<file path="src/rtl/core/npvl_pkg.sv">
// Shared constants and types of the nearest point vertex lookup.
// No dependencies; every other file of the block imports this package.
package npvl_pkg;

	// table and field geometry
	localparam int TABLE_ENTRIES = 1024;
	localparam int COORD_BITS    = 16;
	localparam int ADDR_W        = (TABLE_ENTRIES > 1) ? $clog2(TABLE_ENTRIES) : 1;
	localparam int CNT_W         = $clog2(TABLE_ENTRIES + 1);
	localparam int CFG_W         = 11;
	localparam int INDEX_W       = 10;
	localparam int VERTEX_W      = 24;
	localparam int DIST_W        = 34;

	// distance datapath widths
	localparam int MAG_W = COORD_BITS + 1;
	localparam int SQ_W  = 2 * MAG_W;
	localparam int SUM_W = SQ_W + 1;

	// register port
	localparam int PADDR_W = 3;
	localparam int PDATA_W = 32;
	localparam logic [0:0] REG_ENTRIES_IN_USE = 1'b0;

	// operation codes
	localparam logic OP_LOAD  = 1'b0;
	localparam logic OP_QUERY = 1'b1;

	// sweep tag that travels with each table read
	typedef struct packed {
		logic              vld;
		logic              first;
		logic              last;
		logic [ADDR_W-1:0] idx;
	} tag_t;

	// table write request
	typedef struct packed {
		logic                         en;
		logic [ADDR_W-1:0]            idx;
		logic signed [COORD_BITS-1:0] u;
		logic signed [COORD_BITS-1:0] v;
		logic [VERTEX_W-1:0]          vertex;
	} wr_t;

endpackage

</file>
<file path="src/rtl/core/npvl_dist.sv">
// Shared squared-distance unit: combinational difference, then magnitude, square and sum in three register stages.
// Depends on npvl_pkg.
module npvl_dist (
	input  logic                                   clk,
	input  logic                                   arst_n,
	input  logic signed [npvl_pkg::COORD_BITS-1:0] query_u,
	input  logic signed [npvl_pkg::COORD_BITS-1:0] query_v,
	input  npvl_pkg::tag_t                         tag_s1,
	input  logic signed [npvl_pkg::COORD_BITS-1:0] u_s1,
	input  logic signed [npvl_pkg::COORD_BITS-1:0] v_s1,
	input  logic [npvl_pkg::VERTEX_W-1:0]          vertex_s1,
	output npvl_pkg::tag_t                         tag_s4,
	output logic [npvl_pkg::SUM_W-1:0]             dist_s4,
	output logic [npvl_pkg::VERTEX_W-1:0]          vertex_s4
);
	import npvl_pkg::*;

	logic signed [MAG_W-1:0] diff_u;
	logic signed [MAG_W-1:0] diff_v;
	logic [MAG_W-1:0]        mag_u_s2;
	logic [MAG_W-1:0]        mag_v_s2;
	logic [SQ_W-1:0]         sq_u_s3;
	logic [SQ_W-1:0]         sq_v_s3;
	logic [VERTEX_W-1:0]     vertex_s2;
	logic [VERTEX_W-1:0]     vertex_s3;
	tag_t                    tag_s2;
	tag_t                    tag_s3;

	// sign-extend and subtract
	assign diff_u = MAG_W'(u_s1) - MAG_W'(query_u);
	assign diff_v = MAG_W'(v_s1) - MAG_W'(query_v);

	// stage 2 magnitudes, stage 3 squares, stage 4 sum
	always_ff @(posedge clk) begin
		mag_u_s2  <= diff_u[MAG_W-1] ? MAG_W'(-diff_u) : MAG_W'(diff_u);
		mag_v_s2  <= diff_v[MAG_W-1] ? MAG_W'(-diff_v) : MAG_W'(diff_v);
		vertex_s2 <= vertex_s1;
		sq_u_s3   <= SQ_W'(mag_u_s2) * SQ_W'(mag_u_s2);
		sq_v_s3   <= SQ_W'(mag_v_s2) * SQ_W'(mag_v_s2);
		vertex_s3 <= vertex_s2;
		dist_s4   <= SUM_W'(sq_u_s3) + SUM_W'(sq_v_s3);
		vertex_s4 <= vertex_s3;
	end

	// advance the tags
	always_ff @(posedge clk or negedge arst_n) begin
		if (!arst_n) begin
			tag_s2 <= '0;
			tag_s3 <= '0;
			tag_s4 <= '0;
		end else begin
			tag_s2 <= tag_s1;
			tag_s3 <= tag_s2;
			tag_s4 <= tag_s3;
		end
	end

endmodule

</file>
<file path="config.mk">
export PLATFORM = sky130hd
export DESIGN_NAME = npvl_dist
export DESIGN_NICKNAME = d
export VERILOG_FILES = /design/src/rtl/core/npvl_pkg.sv /design/src/rtl/core/npvl_dist.sv
export SDC_FILE = /design/constraint.sdc
export NUM_CORES = 1
export LEC_CHECK = 0
export BUFFER_PORTS_ARGS = -buffer_cell sky130_fd_sc_hd__buf_2
export CAP_MARGIN = 20
export CELL_PAD_IN_SITES_DETAIL_PLACEMENT = 0
export CELL_PAD_IN_SITES_GLOBAL_PLACEMENT = 2
export CORE_UTILIZATION = 41
export CTS_BUF_LIST = sky130_fd_sc_hd__clkbuf_4
export DETAILED_ROUTE_END_ITERATION = 16
export PLACE_DENSITY = 0.81
export SLEW_MARGIN = 20
export SYNTH_ARGS = -nofsm -noshare
export SYNTH_HDL_FRONTEND = slang
export SYNTH_SLANG_ARGS = --single-unit
export TNS_END_PERCENT = 10
</file>
<file path="constraint.sdc">
create_clock -name clk -period 6.82 [get_ports clk]
set_input_delay 0.682 -clock clk [delete_from_list [all_inputs] [get_ports clk]]
set_output_delay 0.682 -clock clk [all_outputs]
set_load 0.01 [all_outputs]
</file>
==> flow_metrics.py <==
metrics = {
    "critical_path": {
        "startpoint_type": "flop",
        "r2r-start": "mag_u_s2[3]$_DFF_P_",
        "cpPeakStageDelay_ns": 0.73,
        "required_ns": 7.49,
        "worstSetupPathType": "reg2reg",
        "crit_fanout": 17,
        "crit_chain": "nand2_1, fa_1, fa_1, fa_1, inv_1, fa_1, fa_1, inv_1, fa_1, inv_1, ha_1, a21o_1, a21oi_1, nor2b_1, o41a_1, a2111oi_4, o31ai_1, buf_4, or4_1, nand3_1",
        "arrival_ns": 7.08,
        "cp_common_cell": "fa_1",
        "critPathSlowestCell": "dfxtp_1",
        "crit_start": "mag_u_s2[3]$_DFF_P_",
        "rrSetupSlack_ns": 0.41,
        "worstSetupEndpointType": "flop",
    },
    "grt": {
        "grtUsageTotal_pct": 17.1,
        "grt_max_degree": 40,
        "grt_overflow": 0,
        "grt_pass1_wl_microns": 87200,
        "antenna_found_initial": 1,
        "grt_pass1_vias": 18798,
    },
    "min_path": {
        "hold_path_class": "reg2reg",
        "min_from": "vertex_s2[9]$_DFF_P_",
    },
    "routing": {
        "vias": 17666,
        "drc": 0,
        "viasPerCell": 4.80,
        "ant_nets": 0,
        "wire_per_inst_microns": 13.6,
        "dr.pass1.iters": 5,
        "drt_iter0_markers": 629,
        "finalWirelength_microns": 50000,
    },
    "floorplanning": {
        "start_util_pct": 41.4,
        "die_x_microns": 249,
        "row_count": 90,
        "io_pins": 175,
        "dieArea_sq_um": 61800,
        "die_h_microns": 249,
        "core-area_sq_um": 60200,
    },
    "timing": {
        "maxClockFrequency_mhz": 156,
        "slew_viol_final": 0,
        "fin_skew_ns": 0.0792,
        "finalHoldViolCount": 0,
        "final.period_utilization_pct": 93.9,
        "rsz0062_at_grt": "false",
        "fin_setup_tns_ns": 0,
        "setup_viol": 0,
        "tightest_slew_ns": 0.908,
        "slew_headroom_pct": 39.5,
        "fin_crit_ns": 6.41,
    },
    "finish": {
        "areaGrowthSynthToFinish_pct": 12.7,
        "fin_nets": 3625,
        "drive_gt1_share_pct": 11.9,
        "mostFrequentLayoutCell": "inv_1",
        "multiInputGateArea_sq_um": 17300,
        "final_cell_mix": "inv_1, fa_1, ha_1",
        "fillers": 5790,
        "layout.area.seq_sq_um": 5120,
    },
    "job": {
        "drv_cap": 0,
    },
    "synthesis": {
        "synthesis.nets": 3350,
        "synth_warnings": 0,
        "synthCells": 2583,
        "avgSynthCellArea_sq_um": 9.65,
        "ys.flop_type": "dfxtp_1",
        "synth_edf_count": 0,
        "async_flop_share_pct": 15.9,
        "synth.distinct_cells": 75,
        "synth_seq_cells": 246,
        "synth_area_sq_um": 24900,
        "ys_seq_area_share_pct": 20.5,
    },
    "clocking": {
        "cts_tree": "done",
        "clock_latency_ns": 0.76,
        "cts.clk_slew.worst_paths_ns": 0.06,
        "cts_buffer_depth": 3,
        "cts_setup_buffers": 0,
        "cts_sinks": 246,
        "htree_levels": 3,
        "root_buffer": "clkbuf_4",
        "numCtsBuffers": 70,
    },
    "placement": {
        "gpl.final_weighted_congestion": 0.832,
        "port_buffers": 174,
        "hpwlAfterDp_microns": 42300,
    },
    "outcome": {
        "status": "finished clean",
    },
}
[final timing paths]
path	end	cells past startpoint
worst max-delay path	sq_u_s3[31]$_DFF_P_	20
worst min-delay path	vertex_s3[9]$_DFF_P_	0
worst max register to register	sq_u_s3[31]$_DFF_P_	20
worst min register to register	vertex_s3[9]$_DFF_P_	0
max in group asynchronous	tag_s3[6]$_DFF_PN0_	2
min in group asynchronous	tag_s4[10]$_DFF_PN0_	2
[sequential cells by signal, summed over array words and instances (netlist names), 17 cells and up]
name / count
vertex_s4: 24
mag_v_s2: 17
sq_v_s3: 33
vertex_s2: 24
vertex_s3: 24
dist_s4: 35
mag_u_s2: 17
sq_u_s3: 33
[layout make-up]
cell class | count | area share (%)
clock inverter | 20 | 0.481
timing repair buffer | 250 | 5.47
sequential | 246 | 18.2
multi-input combinational | 1678 | 61.7
clock buffer | 92 | 2.46
inverter | 612 | 8.18
tap | 782 | 3.48
antenna | 1 | 0.00891
[synth_stat cells (4+ instances only)]
library cell,n,area (sq um)
or2_2,5,31.3
o31ai_1,11,82.6
o21ai_0,52,260
a41oi_1,4,35.0
clkbuf_1,46,173
o21bai_1,15,113
a211oi_1,8,60.1
xnor2_1,111,972
o21a_1,11,82.6
a21o_1,39,293
nor3_1,19,95.1
nor2_1,84,315
ha_1,282,3530
xor2_1,42,368
and2_1,116,726
o211ai_1,5,37.5
o21ai_1,9,45.0
nand2b_1,15,93.8
inv_1,612,2300
or3_1,6,37.5
a2111oi_0,4,35.0
a211o_1,6,52.6
and3_1,14,87.6
nand3_1,22,110
nor2b_1,23,144
nand4_1,13,81.3
a21oi_2,4,35.0
nand2_1,205,769
dfxtp_1,207,4140
a21oi_1,97,485
a31oi_1,4,25.0
fa_1,382,7650
dfrtp_1,39,976
mux2i_1,4,40.0
[per-stage QoR]
stage | worst slack [ns] | util (%) | hold slack, ns | cells | instance area (sq um)
CTS | 0.354 | 46.6 | 0.224 | 3680 | 28100
finish | 0.414 | 46.6 | 0.316 | 3681 | 28100
global placement | 0.358 | 44.6 | 0.310 | 3530 | 26900
floorplan | 0.707 | - | 0.310 | 2583 | 24900
detailed placement | 0.329 | 44.6 | 0.312 | 3530 | 26900
global route | 0.0245 | 46.6 | 0.287 | 3681 | 28100
[critical path: cells and delay by family, from the launching register on]
| kind | cells | cell delay [ns] |
|---|---|---|
| simple gates | 4 | 0.79 |
| fa+ha+maj | 7 | 3.31 |
| compound gates | 5 | 1.24 |
| flops | 1 | 0.73 |
| buf+inv | 4 | 0.32 |
[logic make-up (layout without fill, tap and decap cells)]
| logic type | Yosys count | count (layout) | share of synthesized area [%] |
|---|---|---|---|
| XOR/XNOR | 153 | 153 | 5.38 |
| multiplexers | 7 | 7 | 0.296 |
| buffers and inverters | 659 | 974 | 9.93 |
| AND/OR/NAND/NOR | 544 | 544 | 10.8 |
| flip-flops | 246 | 246 | 20.5 |
| AO/OA/AOI/OAI | 310 | 310 | 8.25 |
| adder cells (fa/ha/maj) | 664 | 664 | 44.8 |
| other | 0 | 1 | 0 |
[metal layers]
layer,track usage (%),up-vias,wire length (microns)
met2,28.7,291,24000
met3,2.50,57,2040
met5,0,-,0
met4,4.69,0,767
met1,22.9,8731,23300
li1,-,8587,-
[timing repair]
item,CTS,global route
endpoints found under the hold margin,76,0
resized for setup,0,4
hold buffers,38,0
setup endpoints to repair,0,4
Power is not shown: default switching activity piles up to over one toggle a cycle in this logic, so the estimate is an artifact.
