==> src/rtl/core/npvl_pkg.sv <==
// Shared constants and types of the nearest point vertex lookup.
// No dependencies; every other file of the block imports this package.
package npvl_pkg;

	// table and field geometry
	localparam int TABLE_ENTRIES = 1024;
	localparam int COORD_BITS    = 16;
	localparam int ADDR_W        = (TABLE_ENTRIES > 1) ? $clog2(TABLE_ENTRIES) : 1;
	localparam int CNT_W         = $clog2(TABLE_ENTRIES + 1);
	localparam int CFG_W         = 11;
	localparam int INDEX_W       = 10;
	localparam int VERTEX_W      = 24;
	localparam int DIST_W        = 34;

	// distance datapath widths
	localparam int MAG_W = COORD_BITS + 1;
	localparam int SQ_W  = 2 * MAG_W;
	localparam int SUM_W = SQ_W + 1;

	// register port
	localparam int PADDR_W = 3;
	localparam int PDATA_W = 32;
	localparam logic [0:0] REG_ENTRIES_IN_USE = 1'b0;

	// operation codes
	localparam logic OP_LOAD  = 1'b0;
	localparam logic OP_QUERY = 1'b1;

	// sweep tag that travels with each table read
	typedef struct packed {
		logic              vld;
		logic              first;
		logic              last;
		logic [ADDR_W-1:0] idx;
	} tag_t;

	// table write request
	typedef struct packed {
		logic                         en;
		logic [ADDR_W-1:0]            idx;
		logic signed [COORD_BITS-1:0] u;
		logic signed [COORD_BITS-1:0] v;
		logic [VERTEX_W-1:0]          vertex;
	} wr_t;

endpackage

==> src/rtl/core/npvl_seq.sv <==
// Sequencer: item intake, table writes, sweep address, running minimum and result register.
// Depends on npvl_pkg.
module npvl_seq (
	input  logic                                   clk,
	input  logic                                   arst_n,
	input  logic                                   item_valid,
	output logic                                   item_stall,
	input  logic                                   operation,
	input  logic [npvl_pkg::INDEX_W-1:0]           entry_index,
	input  logic signed [npvl_pkg::COORD_BITS-1:0] coord_u,
	input  logic signed [npvl_pkg::COORD_BITS-1:0] coord_v,
	input  logic [npvl_pkg::VERTEX_W-1:0]          entry_vertex,
	input  logic [npvl_pkg::CFG_W-1:0]             entries_in_use,
	output npvl_pkg::wr_t                          wr,
	output npvl_pkg::tag_t                         rd_tag,
	output logic signed [npvl_pkg::COORD_BITS-1:0] query_u,
	output logic signed [npvl_pkg::COORD_BITS-1:0] query_v,
	input  npvl_pkg::tag_t                         tag_s4,
	input  logic [npvl_pkg::SUM_W-1:0]             dist_s4,
	input  logic [npvl_pkg::VERTEX_W-1:0]          vertex_s4,
	output logic                                   result_valid,
	input  logic                                   result_stall,
	output logic                                   found,
	output logic [npvl_pkg::VERTEX_W-1:0]          nearest_vertex,
	output logic [npvl_pkg::INDEX_W-1:0]           nearest_index,
	output logic [npvl_pkg::DIST_W-1:0]            distance_squared
);
	import npvl_pkg::*;

	typedef enum logic [3:0] {
		ST_IDLE  = 4'b0001,
		ST_SWEEP = 4'b0010,
		ST_DRAIN = 4'b0100,
		ST_DONE  = 4'b1000
	} state_t;

	state_t                       state_q;
	logic [ADDR_W-1:0]            addr_q;
	logic [CNT_W-1:0]             count_q;
	logic [CNT_W-1:0]             count;
	logic                         found_q;
	logic [SUM_W-1:0]             best_dist_q;
	logic [ADDR_W-1:0]            best_idx_q;
	logic [VERTEX_W-1:0]          best_vtx_q;
	logic signed [COORD_BITS-1:0] query_u_q;
	logic signed [COORD_BITS-1:0] query_v_q;
	logic                         accept;
	logic                         at_last;
	logic                         load_out;

	assign item_stall = (state_q != ST_IDLE);
	assign accept     = item_valid && !item_stall;
	assign query_u    = query_u_q;
	assign query_v    = query_v_q;

	// clamp the entry count to the table size
	assign count = (32'(entries_in_use) > TABLE_ENTRIES) ? CNT_W'(TABLE_ENTRIES)
		: CNT_W'(entries_in_use);

	// write the table on a load item that falls inside it
	always_comb begin
		wr.en     = accept && (operation == OP_LOAD) && (32'(entry_index) < TABLE_ENTRIES);
		wr.idx    = ADDR_W'(entry_index);
		wr.u      = coord_u;
		wr.v      = coord_v;
		wr.vertex = entry_vertex;
	end

	// issue one table read per sweep cycle
	assign at_last = (CNT_W'(addr_q) + CNT_W'(1)) == count_q;
	always_comb begin
		rd_tag.vld   = (state_q == ST_SWEEP);
		rd_tag.first = (addr_q == '0);
		rd_tag.last  = at_last;
		rd_tag.idx   = addr_q;
	end

	assign load_out = (state_q == ST_DONE) && (!result_valid || !result_stall);

	// sequence: intake, sweep, drain the distance unit, hand off the result
	always_ff @(posedge clk or negedge arst_n) begin
		if (!arst_n) begin
			state_q <= ST_IDLE;
			addr_q  <= '0;
			count_q <= '0;
			found_q <= 1'b0;
		end else begin
			case (state_q)
				ST_IDLE: begin
					if (accept && (operation == OP_QUERY)) begin
						addr_q  <= '0;
						count_q <= count;
						found_q <= (count != '0);
						state_q <= (count != '0) ? ST_SWEEP : ST_DONE;
					end
				end
				ST_SWEEP: begin
					addr_q <= addr_q + ADDR_W'(1);
					if (at_last) begin
						state_q <= ST_DRAIN;
					end
				end
				ST_DRAIN: begin
					if (tag_s4.vld && tag_s4.last) begin
						state_q <= ST_DONE;
					end
				end
				ST_DONE: begin
					if (load_out) begin
						state_q <= ST_IDLE;
					end
				end
				default: begin
					state_q <= ST_IDLE;
				end
			endcase
		end
	end

	// hold the query point for the sweep
	always_ff @(posedge clk) begin
		if (accept && (operation == OP_QUERY)) begin
			query_u_q <= coord_u;
			query_v_q <= coord_v;
		end
	end

	// keep the first strictly smallest distance
	always_ff @(posedge clk) begin
		if (tag_s4.vld && (tag_s4.first || (dist_s4 < best_dist_q))) begin
			best_dist_q <= dist_s4;
			best_idx_q  <= tag_s4.idx;
			best_vtx_q  <= vertex_s4;
		end
	end

	// result register
	always_ff @(posedge clk or negedge arst_n) begin
		if (!arst_n) begin
			result_valid <= 1'b0;
		end else if (load_out) begin
			result_valid <= 1'b1;
		end else if (!result_stall) begin
			result_valid <= 1'b0;
		end
	end

	always_ff @(posedge clk) begin
		if (load_out) begin
			found            <= found_q;
			nearest_vertex   <= found_q ? best_vtx_q : '0;
			nearest_index    <= found_q ? INDEX_W'(best_idx_q) : '0;
			distance_squared <= found_q ? DIST_W'(best_dist_q) : '0;
		end
	end

`ifndef SYNTHESIS
	a_rise_after_done: assert property (@(posedge clk) disable iff (!arst_n)
		$rose(result_valid) |-> $past(state_q == ST_DONE))
		else $error("result raised without a finished query");
	a_no_tag_idle: assert property (@(posedge clk) disable iff (!arst_n)
		(state_q == ST_IDLE) |-> !tag_s4.vld)
		else $error("distance unit busy while idle");
	a_last_in_drain: assert property (@(posedge clk) disable iff (!arst_n)
		(tag_s4.vld && tag_s4.last) |-> (state_q == ST_DRAIN))
		else $error("last entry arrived outside drain");
	a_best_in_range: assert property (@(posedge clk) disable iff (!arst_n)
		(state_q == ST_DONE && found_q) |-> (CNT_W'(best_idx_q) < count_q))
		else $error("nearest index beyond searched entries");
`endif

endmodule

==> config.mk <==
export PLATFORM = sky130hd
export DESIGN_NAME = npvl_seq
export DESIGN_NICKNAME = d
export VERILOG_FILES = /design/src/rtl/core/npvl_pkg.sv /design/src/rtl/core/npvl_seq.sv
export SDC_FILE = /design/constraint.sdc
export NUM_CORES = 1
export LEC_CHECK = 0
export BUFFER_PORTS_ARGS = -buffer_cell sky130_fd_sc_hd__clkbuf_2
export CAP_MARGIN = 40
export CORE_MARGIN = 1
export CORE_UTILIZATION = 28
export DETAILED_ROUTE_END_ITERATION = 8
export SETUP_SLACK_MARGIN = 0.15
export SYNTH_ARGS = -nofsm -noshare
export SYNTH_HDL_FRONTEND = slang
export SYNTH_SLANG_ARGS = --single-unit
export TNS_END_PERCENT = 1
==> constraint.sdc <==
create_clock -name clk -period 6 [get_ports clk]
set_input_delay 0.6 -clock clk [delete_from_list [all_inputs] [get_ports clk]]
set_output_delay 0.6 -clock clk [all_outputs]
set_load 0.05 [all_outputs]
==> metrics.cfg, run 1 <==
[clocking]
clock_latency_ns=0.43
hold_buffers=0
cts.sinks=197
htreeDepth=4
cts_root_buf=clkbuf_16
numCtsBuffers=17
postCtsSetupBuffers=0
post_cts_resize_count=0
cts_tree=done
cts_buffer_depth=2
clkTransAtPathRegs_ns=0.07

[global_route]
grt_pass1_vias=5142
grt_start_max_net_pins=63
antenna_found_initial=1
grt_overflow=0
grt_pass1_wl_um=29200
grt_usage=0.123

[sta]
final_hold_viol_count=0
grt_setup_unrepaired=no
max_slew.worst_pin.slew_ns=0.839
final.setup.tns_ns=0
clock_skew_ns=0.0168
fin_crit_sh=0.576
worst_slack_ns=2.54
final-setup-viol-count=0
min_period_ns=3.46
relSlewSlack=0.439
fmax_mhz=289
slew_violations=0

[floorplanning]
rows=63
ios=337
dieArea_mm2=0.0314
fp.dieW_um=177
core_area_mm2=0.0299
start_util=0.287
die_h_um=177

[place]
io_buffers=268
place_inst=1207
place_hpwl_um=14400
pre_cts_ws_ns=2.74
routabilityCongestion=0.834

[logic_synthesis]
yosysMostFrequentCell=edfxtp_1
syn-instance-count=630
synth_cell_types=50
synth-async-reset-ratio=0.137
synth_commonest_cells=170 x edfxtp_1, 69 x and2_1, 69 x buf_4, 40 x inv_1, 36 x ha_1
ys_ff_latch=197
post-synth-top-area-fraction=0.594
synth_seq_area_share=0.673
syn_area_per_cell_um2=13.6
yosysTopAreaCell=edfxtp_1
syn_area_mm2=0.00859
synth.area.top_cells=edfxtp_1 59%, dfrtp_1 7.6%, buf_4 6.0%
synth_flop_cell=edfxtp_1
ys_warn_count=0
synth_fp_nets=820
synth_edf_count=170

[outcome]
status=finished clean

[final_layout]
drive_gt1_frac=0.367
final_util=0.350
final_nets=1026
area_growth_syn_to_layout_pct=21.9
final_cells=1238

[detailed_routing]
drt-total-wl_um=19400
vias=5289
wl_per_cell_um=15.7
drt_iter0_markers=273
antenna_left=0
avgViaCountPerCell=4.27
drc=0
firstDrtPassIters=4

[flow_run]
max-cap-violations=0

[power_and_ir_drop]
vdd_drop_max_mv=0.152
p_leak_nw=4.23
powerDensity_mw_per_mm2=266

[setup_path]
r2r_slack_ns=2.77
worstPathMaxFanout=9
crit_path_start_kind=flip-flop
end_kind=primary output
worstSetupPathType=flip-flop to primary output
timing.rr.end=addr_q[8]$_DFFE_PN0P_
timing.rr.start=state_q[0]$_DFFE_PN1P_
reg2reg_depth=6
arrival_ns=2.86
required_ns=5.40

[worst_hold_path]
hold_class=input port to asynchronous set/reset pin

[kinds of logic (layout without fill, tap and decap cells)]
family	count (synthesis)	in the layout	synth area share
other	0	1	0
adders and majority gates	36	36	0.0524
muxes	1	1	0.00117
buffers and inverters	126	343	0.0858
DFF	197	197	0.673
xor gates and xnor gates	12	12	0.0122
and+or+nand+nor	176	176	0.117
AOI/OAI and AO/OA	82	82	0.0586
[worst max-delay path: stages (launching register included)]
cell      delay [ns]
dfrtp_1         0.50
ha_1            0.36
and2b_1         0.20
or3_1           0.30
a31o_1          0.22
nor4_2          0.27
o2111a_2        0.29
clkbuf_2        0.30
[worst max-delay path by stage]
| stage | start | to | slack [ns] | cells past startpoint |
|---|---|---|---|---|
| finish | addr_q[0]$_DFFE_PN0P_ | rd_tag[10] | 2.54 | 7 |
| global route | state_q[0]$_DFFE_PN1P_ | addr_q[7]$_DFFE_PN0P_ | 2.36 | 6 |
| CTS | addr_q[0]$_DFFE_PN0P_ | rd_tag[10] | 2.51 | 7 |
| detailed placement | dist_s4[2] | best_idx_q[7]$_DFFE_PP_ | 2.74 | 9 |
| global placement | dist_s4[2] | best_vtx_q[1]$_DFFE_PP_ | 2.73 | 8 |
| floorplan | state_q[2]$_DFFE_PN0P_ | distance_squared[0]$_SDFFCE_PN0P_ | 1.44 | 3 |
[layout make-up]
type                    count  area [um2]
repair buffers            272        1420
multi-input cells         307        2090
clock buffers              17         425
fillers                  2980       19400
clock inverters            13         110
inverters                  41         154
well taps                 390         488
diodes                      1        2.50
flip-flops and latches    197        5780
[per-layer routing]
metal | global-route usage | up-vias | part of all wire
li1 | - | 2593 | -
met5 | 0 | - | 0
met4 | 0.0542 | 0 | 0.023
met3 | 0.0309 | 28 | 0.062
met1 | 0.155 | 2489 | 0.43
met2 | 0.199 | 179 | 0.49
[layout by cell type (no fill, tap or decap), types with 4 or more instances in the layout]
cell type / instances
a21o_1: 5
a21oi_1: 20
a31oi_1: 4
and2_1: 69
clkbuf_16: 17
clkbuf_2: 268
clkinv_4: 4
dfrtp_1: 25
edfxtp_1: 170
ha_1: 36
inv_1: 40
nand2_1: 31
nand2b_1: 10
nand3_1: 8
nand4_1: 10
nor2_1: 18
nor2b_1: 5
nor4_1: 4
o21ai_0: 30
o31ai_1: 5
xnor2_1: 7
xor2_1: 5
[power by group]
group / internal [mW] / switching (mW) / leakage, nW
sequential: 1.52 / 0.00963 / 1.78
combinational: 0.0655 / 0.118 / 2.18
clock: 0.567 / 0.500 / 0.264
[through the flow]
step / hold slack, ns / power [mW] / cell area [um2]
6_report: 0.198 / 2.78 / 10500
5_1_grt: 0.232 / 2.89 / 10500
4_1_cts: 0.208 / 2.83 / 10500
3_5_place_dp: 0.499 / 1.75 / 9930
3_3_place_gp: 0.490 / 1.74 / 9860
2_1_floorplan: 0.304 / 1.73 / 8590
[registers in the layout (all words and copies together) (netlist names)]
name / cells
found: 1
query_u: 16
best_dist_q: 35
addr_q: 10
nearest_index: 10
query_v: 16
best_idx_q: 10
distance_squared: 34
result_valid: 1
best_vtx_q: 24
nearest_vertex: 24
state_q: 4
count_q: 11
found_q: 1
Note: power is estimated with default switching activity, not from simulation.
==> run 2, diff against run 1 <==
==> constraint.sdc (replaced) <==
create_clock -name clk -period 2.85 [get_ports clk]
set_input_delay 0.285 -clock clk [delete_from_list [all_inputs] [get_ports clk]]
set_output_delay 0.285 -clock clk [all_outputs]
set_load 0.05 [all_outputs]
==> metrics.cfg, run 2 (same netlist as run 1, synthesis figures left out) <==
[setup_path]
cp-startpoint=addr_q[1]$_DFFE_PN0P_
worstPathMaxFanout=5  ; -4
crit_path_start_kind=flip-flop
cp_top_family=simple AND/OR/NAND/NOR gates
arrival_ns=2.34  ; -0.52 ns
crit_path_cell_trace=ha_4 -> and2b_1 -> or3_1 -> a31o_1 -> nor4_2 -> o2111a_2 -> clkbuf_8
slowest_delay_ns=0.42  ; -0.08 ns
timing.rr.start=best_dist_q[22]$_DFFE_PP_
critPathBufInv=1  ; unchanged
worstSetupPathType=flip-flop to primary output
end_kind=primary output
r2r_slack_ns=0.29  ; -2.48 ns
cpMaxStageDelayCell=dfrtp_1
required_ns=2.57  ; -2.83 ns

[power_and_ir_drop]
combPwrFrac=0.068  ; +0.002
power.internal_mw=4.65  ; +120%
p_leak_nw=4.31  ; +1.8%
vdd_drop_max_mv=0.347  ; +130%
power_frac_seq=0.536  ; -0.014
clkPwrFrac=0.397  ; +0.013
swShare=0.226  ; about the same
power_mw=6.01  ; +120%
powerDensity_mw_per_mm2=563  ; +110%
p_sw_mw=1.36  ; +120%

[sta]
clock_skew_ns=0.0179  ; +0.00110 ns
final_hold_viol_count=0  ; unchanged
fin_crit_sh=0.921
fmax_mhz=381
final-setup-viol-count=0  ; unchanged
min_period_ns=2.63
relSlewSlack=0.540  ; +0.101
max_slew.worst_pin.slew_ns=0.690  ; -0.149 ns
grt_setup_unrepaired=yes
slew_violations=0  ; unchanged

[final_layout]
largest_reg_flops=35  ; unchanged
largest-register=best_dist_q
final_nets=1044  ; +1.8%
nFillCells=2978  ; -0.067%
drive_gt1_frac=0.385  ; +0.0173
final_common_cell=clkbuf_2
final_cells=1257  ; +1.5%
mostFrequentLayoutCells=267 x clkbuf_2, 170 x edfxtp_1, 69 x and2_1, 40 x inv_1, 35 x ha_1
top_regs=best_dist_q (35), distance_squared (34)
area_growth_syn_to_layout_pct=24.3

[detailed_routing]
vias=5386  ; +1.8%
firstDrtPassIters=4  ; unchanged
wl_met3_um=1030  ; -14%
wl_per_cell_um=15.3  ; -2.0%
antenna_left=0  ; unchanged
drt-total-wl_um=19300  ; -0.50%
drt_iter0_markers=327  ; +20%
top_layer=met4
wl_met2_um=9230  ; -2.1%
drt-met1-wl_um=8540  ; +2.7%
avgViaCountPerCell=4.28  ; +0.29%
drc=0  ; unchanged

[clocking]
cts_buffer_depth=2  ; unchanged
numCtsBuffers=17  ; unchanged
clock_latency_ns=0.43  ; about the same
cts_root_buf=clkbuf_16
cts.sinks=197  ; unchanged
clkTransAtPathRegs_ns=0.07  ; about the same
cts_tree=done
htreeDepth=4  ; unchanged

[global_route]
grt_overflow=0  ; unchanged
grt_pass1_wl_um=28900  ; -0.97%
grt_usage=0.122  ; -0.00101
grt_start_max_net_pins=70  ; +11%
antenna_found_initial=2  ; +1
grt_pass1_vias=5181  ; +0.76%

[floorplanning]
rows=63  ; unchanged
ios=337  ; unchanged
start_util=0.287  ; unchanged
dieArea_mm2=0.0314  ; unchanged
core_area_mm2=0.0299  ; unchanged
fp.dieW_um=177  ; unchanged
die_h_um=177  ; unchanged

[place]
routabilityCongestion=0.844  ; +1.3%
place_inst=1211  ; +0.33%
place_hpwl_um=14400  ; -0.34%
io_buffers=268  ; unchanged

[outcome]
status=finished clean

[worst_hold_path]
hold_class=input port to flip-flop
holdCritStartpoint=vertex_s4[22]

[flow_run]
max-cap-violations=0  ; unchanged

## run 2: per-layer routing
metal | up-vias | GRT usage
met1 | 2544 | 0.154
li1 | 2634 | -
met2 | 173 | 0.199
met5 | - | 0
met3 | 35 | 0.0284
met4 | 0 | 0.0553
## run 2: final cells by class
cell class | count | area (um2) | share of cell area
timing repair buffer | 290 | 1550 | 0.145
sequential | 197 | 5790 | 0.542
antenna | 1 | 2.50 | 0.000234
clock inverter | 13 | 154 | 0.0144
inverter | 41 | 154 | 0.0144
multi-input combinational | 307 | 2110 | 0.198
tap | 390 | 488 | 0.0457
clock buffer | 18 | 429 | 0.0402
## run 2: metrics by stage
step | worst slack, ns | util | setup TNS, ns | hold WS (ns) | instance area [um2]
final | 0.225 | 0.357 | 0 | 0.0309 | 10700
after global routing | 0.101 | 0.357 | 0 | 0.00412 | 10700
after CTS | 0.167 | 0.355 | 0 | 0.00452 | 10600
after detailed placement | 0.233 | 0.333 | 0 | 0.367 | 9940
after global placement | 0.271 | 0.333 | 0 | 0.377 | 9940
after floorplan | -0.0337 | - | -0.0337 | -0.0106 | 8600
## run 2: what timing repair did
| item | 4_1_cts | 5_1_grt |
|---|---|---|
| setup endpoints to repair | 1 | 57 |
| endpoints found under the hold margin | 27 | 2 |
| hold buffers | 2 | 2 |
| setup buffers | 4 | 6 |
| pin swaps | 4 | 1 |
| gates resized for setup | 5 | 6 |
## run 2: path summary, 6_finish.rpt
path,cells past startpoint,endpoint
setup reg to reg,9,best_idx_q[5]$_DFFE_PP_
hold / removal,1,best_vtx_q[22]$_DFFE_PP_
min in group asynchronous,2,addr_q[9]$_DFFE_PN0P_
setup / recovery,7,rd_tag[10]
hold reg to reg,2,count_q[3]$_DFFE_PN0P_
max in group asynchronous,2,addr_q[5]$_DFFE_PN0P_
## run 2: power by group through the flow
stage	registers [mW]	logic (mW)	clock network (mW)
finish	3.22	0.406	2.38
global route	3.23	0.452	2.57
CTS	3.22	0.402	2.47
detailed placement	3.28	0.397	0
global placement	3.28	0.392	0
floorplan	3.28	0.371	0
==> run 3, diff against run 2 <==
--- a/config.mk
+++ b/config.mk
@@ -7,6 +7,7 @@
 export LEC_CHECK = 0
 export BUFFER_PORTS_ARGS = -buffer_cell sky130_fd_sc_hd__clkbuf_2
 export CAP_MARGIN = 40
+export CORE_ASPECT_RATIO = 1.5
 export CORE_MARGIN = 1
 export CORE_UTILIZATION = 28
 export DETAILED_ROUTE_END_ITERATION = 8
==> metrics.cfg, run 3 (same netlist as run 1, synthesis figures left out) <==
[outcome]
status=finished clean

[flow_run]
max-cap-violations=0  ; unchanged

[clocking]
cts_tree=done
cts.sinks=197  ; unchanged
htreeDepth=4  ; unchanged
cts_buffer_depth=2  ; unchanged
clkTransAtPathRegs_ns=0.07  ; about the same
clock_latency_ns=0.45  ; +0.02 ns
cts_root_buf=clkbuf_16
numCtsBuffers=17  ; unchanged

[global_route]
grt_pass1_wl_um=30800  ; +6.8%
antenna_found_initial=4  ; +2
grt_overflow=0  ; unchanged
grt_usage=0.132  ; +0.00989
grt_pass1_vias=5433  ; +4.9%
grt_start_max_net_pins=43  ; -39%

[sta]
relSlewSlack=0.534  ; -0.00649
min_period_ns=2.75  ; +0.125 ns
final_hold_viol_count=0  ; unchanged
fin_crit_sh=0.965  ; +0.0439
max_slew.worst_pin.slew_ns=0.700  ; +0.00973 ns
final-setup-viol-count=0  ; unchanged
fmax_mhz=364  ; -4.6%
slew_violations=0  ; unchanged
whs_ns=0.0307  ; -0.000170 ns
clock_skew_ns=0.00987  ; -0.00799 ns
grt_setup_unrepaired=yes

[final_layout]
final_util=0.369  ; +0.0112
largest-register=best_dist_q
final_common_cell=clkbuf_2
mostFrequentLayoutCells=267 x clkbuf_2, 170 x edfxtp_1, 69 x and2_1, 51 x dlygate4sd3_1, 40 x inv_1
final_nets=1088  ; +4.2%
drive_gt1_frac=0.363  ; -0.0212
top_regs=best_dist_q (35), distance_squared (34)
area_growth_syn_to_layout_pct=29.8
nFillCells=2945  ; -1.1%
largest_reg_flops=35  ; unchanged

[setup_path]
worstSetupPathType=flip-flop to primary output
crit_path_cell_trace=ha_4 -> and2b_1 -> or3_1 -> a31o_1 -> nor4_2 -> o2111a_2 -> clkbuf_8
arrival_ns=2.47  ; +0.13 ns
crit_path_start_kind=flip-flop
worstPathMaxFanout=4  ; -1
cp_top_family=simple AND/OR/NAND/NOR gates
cpMaxStageDelayCell=dfrtp_1
critPathBufInv=1  ; unchanged
slowest_delay_ns=0.42  ; about the same
required_ns=2.57  ; about the same
end_kind=primary output

[power_and_ir_drop]
p_sw_mw=1.47  ; +8.7%
power.internal_mw=4.55  ; -2.2%
combPwrFrac=0.075  ; +0.007
power_frac_seq=0.534  ; -0.002
powerDensity_mw_per_mm2=540  ; -4.0%
swShare=0.245  ; +0.0191
clkPwrFrac=0.391  ; -0.006
vdd_drop_max_mv=0.399  ; +15%
p_leak_nw=4.50  ; +4.5%

[detailed_routing]
vias=5606  ; +4.1%
drt-total-wl_um=20500  ; +6.1%
wl_per_cell_um=15.6  ; +1.5%
drt_iter0_markers=278  ; -15%
firstDrtPassIters=4  ; unchanged
drc=0  ; unchanged
antenna_left=0  ; unchanged
avgViaCountPerCell=4.27  ; -0.43%

[place]
io_buffers=268  ; unchanged
routabilityCongestion=0.880  ; +4.3%
place_hpwl_um=15100  ; +5.1%

[floorplanning]
fp.dieW_um=145  ; -18%
core_area_mm2=0.0303  ; +1.3%
start_util=0.284  ; -0.00360
rows=78  ; +24%
dieArea_mm2=0.0314  ; about the same
ios=337  ; unchanged
die_h_um=216  ; +22%

[worst_hold_path]
hold_class=input port to flip-flop

==> run 3: cell count changes in the layout (fill, tap and decap cells not counted), moves of 2 or more <==
| cell | before | now |
|---|---|---|
| clkinv_4 | 3 | 1 |
| diode_2 | 1 | 3 |
| buf_4 | 16 | 11 |
| bufinv_16 | 2 | 0 |
| buf_12 | 2 | 4 |
| inv_8 | 0 | 6 |
| dlygate4sd3_1 | 4 | 51 |
==> run 3: layer usage <==
metal | routed length, um | GRT usage | up-vias
li1 | - | - | 2724
met1 | 8550 | 0.155 | 2667
met3 | 986 | 0.0360 | 35
met4 | 744 | 0.0787 | 2
met2 | 10200 | 0.216 | 178
met5 | 10 | 0 | -
==> run 3: layout make-up <==
type / count / area, um2 / share of cell area
antenna: 3 / 7.51 / 0.000673
clock buffer: 18 / 429 / 0.0385
clock inverter: 14 / 138 / 0.0123
inverter: 41 / 154 / 0.0138
multi-input combinational: 307 / 2110 / 0.189
sequential: 197 / 5790 / 0.519
tap: 400 / 500 / 0.0449
timing repair buffer: 334 / 2020 / 0.181
==> run 3: worst paths after layout <==
check | startpoint | to | slack, ns | cells past startpoint
max in group asynchronous | arst_n | addr_q[0]$_DFFE_PN0P_ | 1.95 | 2
worst min-delay path | vertex_s4[14] | best_vtx_q[14]$_DFFE_PP_ | 0.03 | 1
worst min register to register | count_q[10]$_DFFE_PN0P_ | count_q[10]$_DFFE_PN0P_ | 0.50 | 2
worst max register to register | best_dist_q[2]$_DFFE_PP_ | best_dist_q[18]$_DFFE_PP_ | 0.25 | 9
min in group asynchronous | arst_n | count_q[7]$_DFFE_PN0P_ | 0.41 | 2
worst max-delay path | addr_q[1]$_DFFE_PN0P_ | rd_tag[10] | 0.1 | 7
==> run 3: stage by stage <==
| step | power (mW) | setup WS, ns | cell area (um2) | setup TNS, ns | cells |
|---|---|---|---|---|---|
| CTS | 6.11 | 0.0804 | 11100 | 0 | 1311 |
| floorplan | 3.65 | -0.0337 | 8600 | -0.0337 | 630 |
| global placement | 3.67 | 0.252 | 9990 | 0 | 1223 |
| detailed placement | 3.68 | 0.189 | 9990 | 0 | 1223 |
| finish | 6.02 | 0.0993 | 11200 | 0 | 1314 |
| global route | 6.26 | 0.0140 | 11200 | 0 | 1314 |
==> run 3: what timing repair did <==
item	4_1_cts	5_1_grt
setup endpoints to repair	1	43
setup buffers	5	0
hold endpoints to repair	76	0
gates resized for setup	6	4
pin swaps	4	0
hold buffers	51	0
cloned	0	0
==> run 3: power by group through the flow <==
stage	Clock, mW	Sequential (mW)	Combinational (mW)
4_1_cts	2.43	3.22	0.460
2_1_floorplan	0	3.28	0.371
3_3_place_gp	0	3.28	0.393
6_report	2.35	3.22	0.453
3_5_place_dp	0	3.28	0.398
5_1_grt	2.54	3.22	0.499
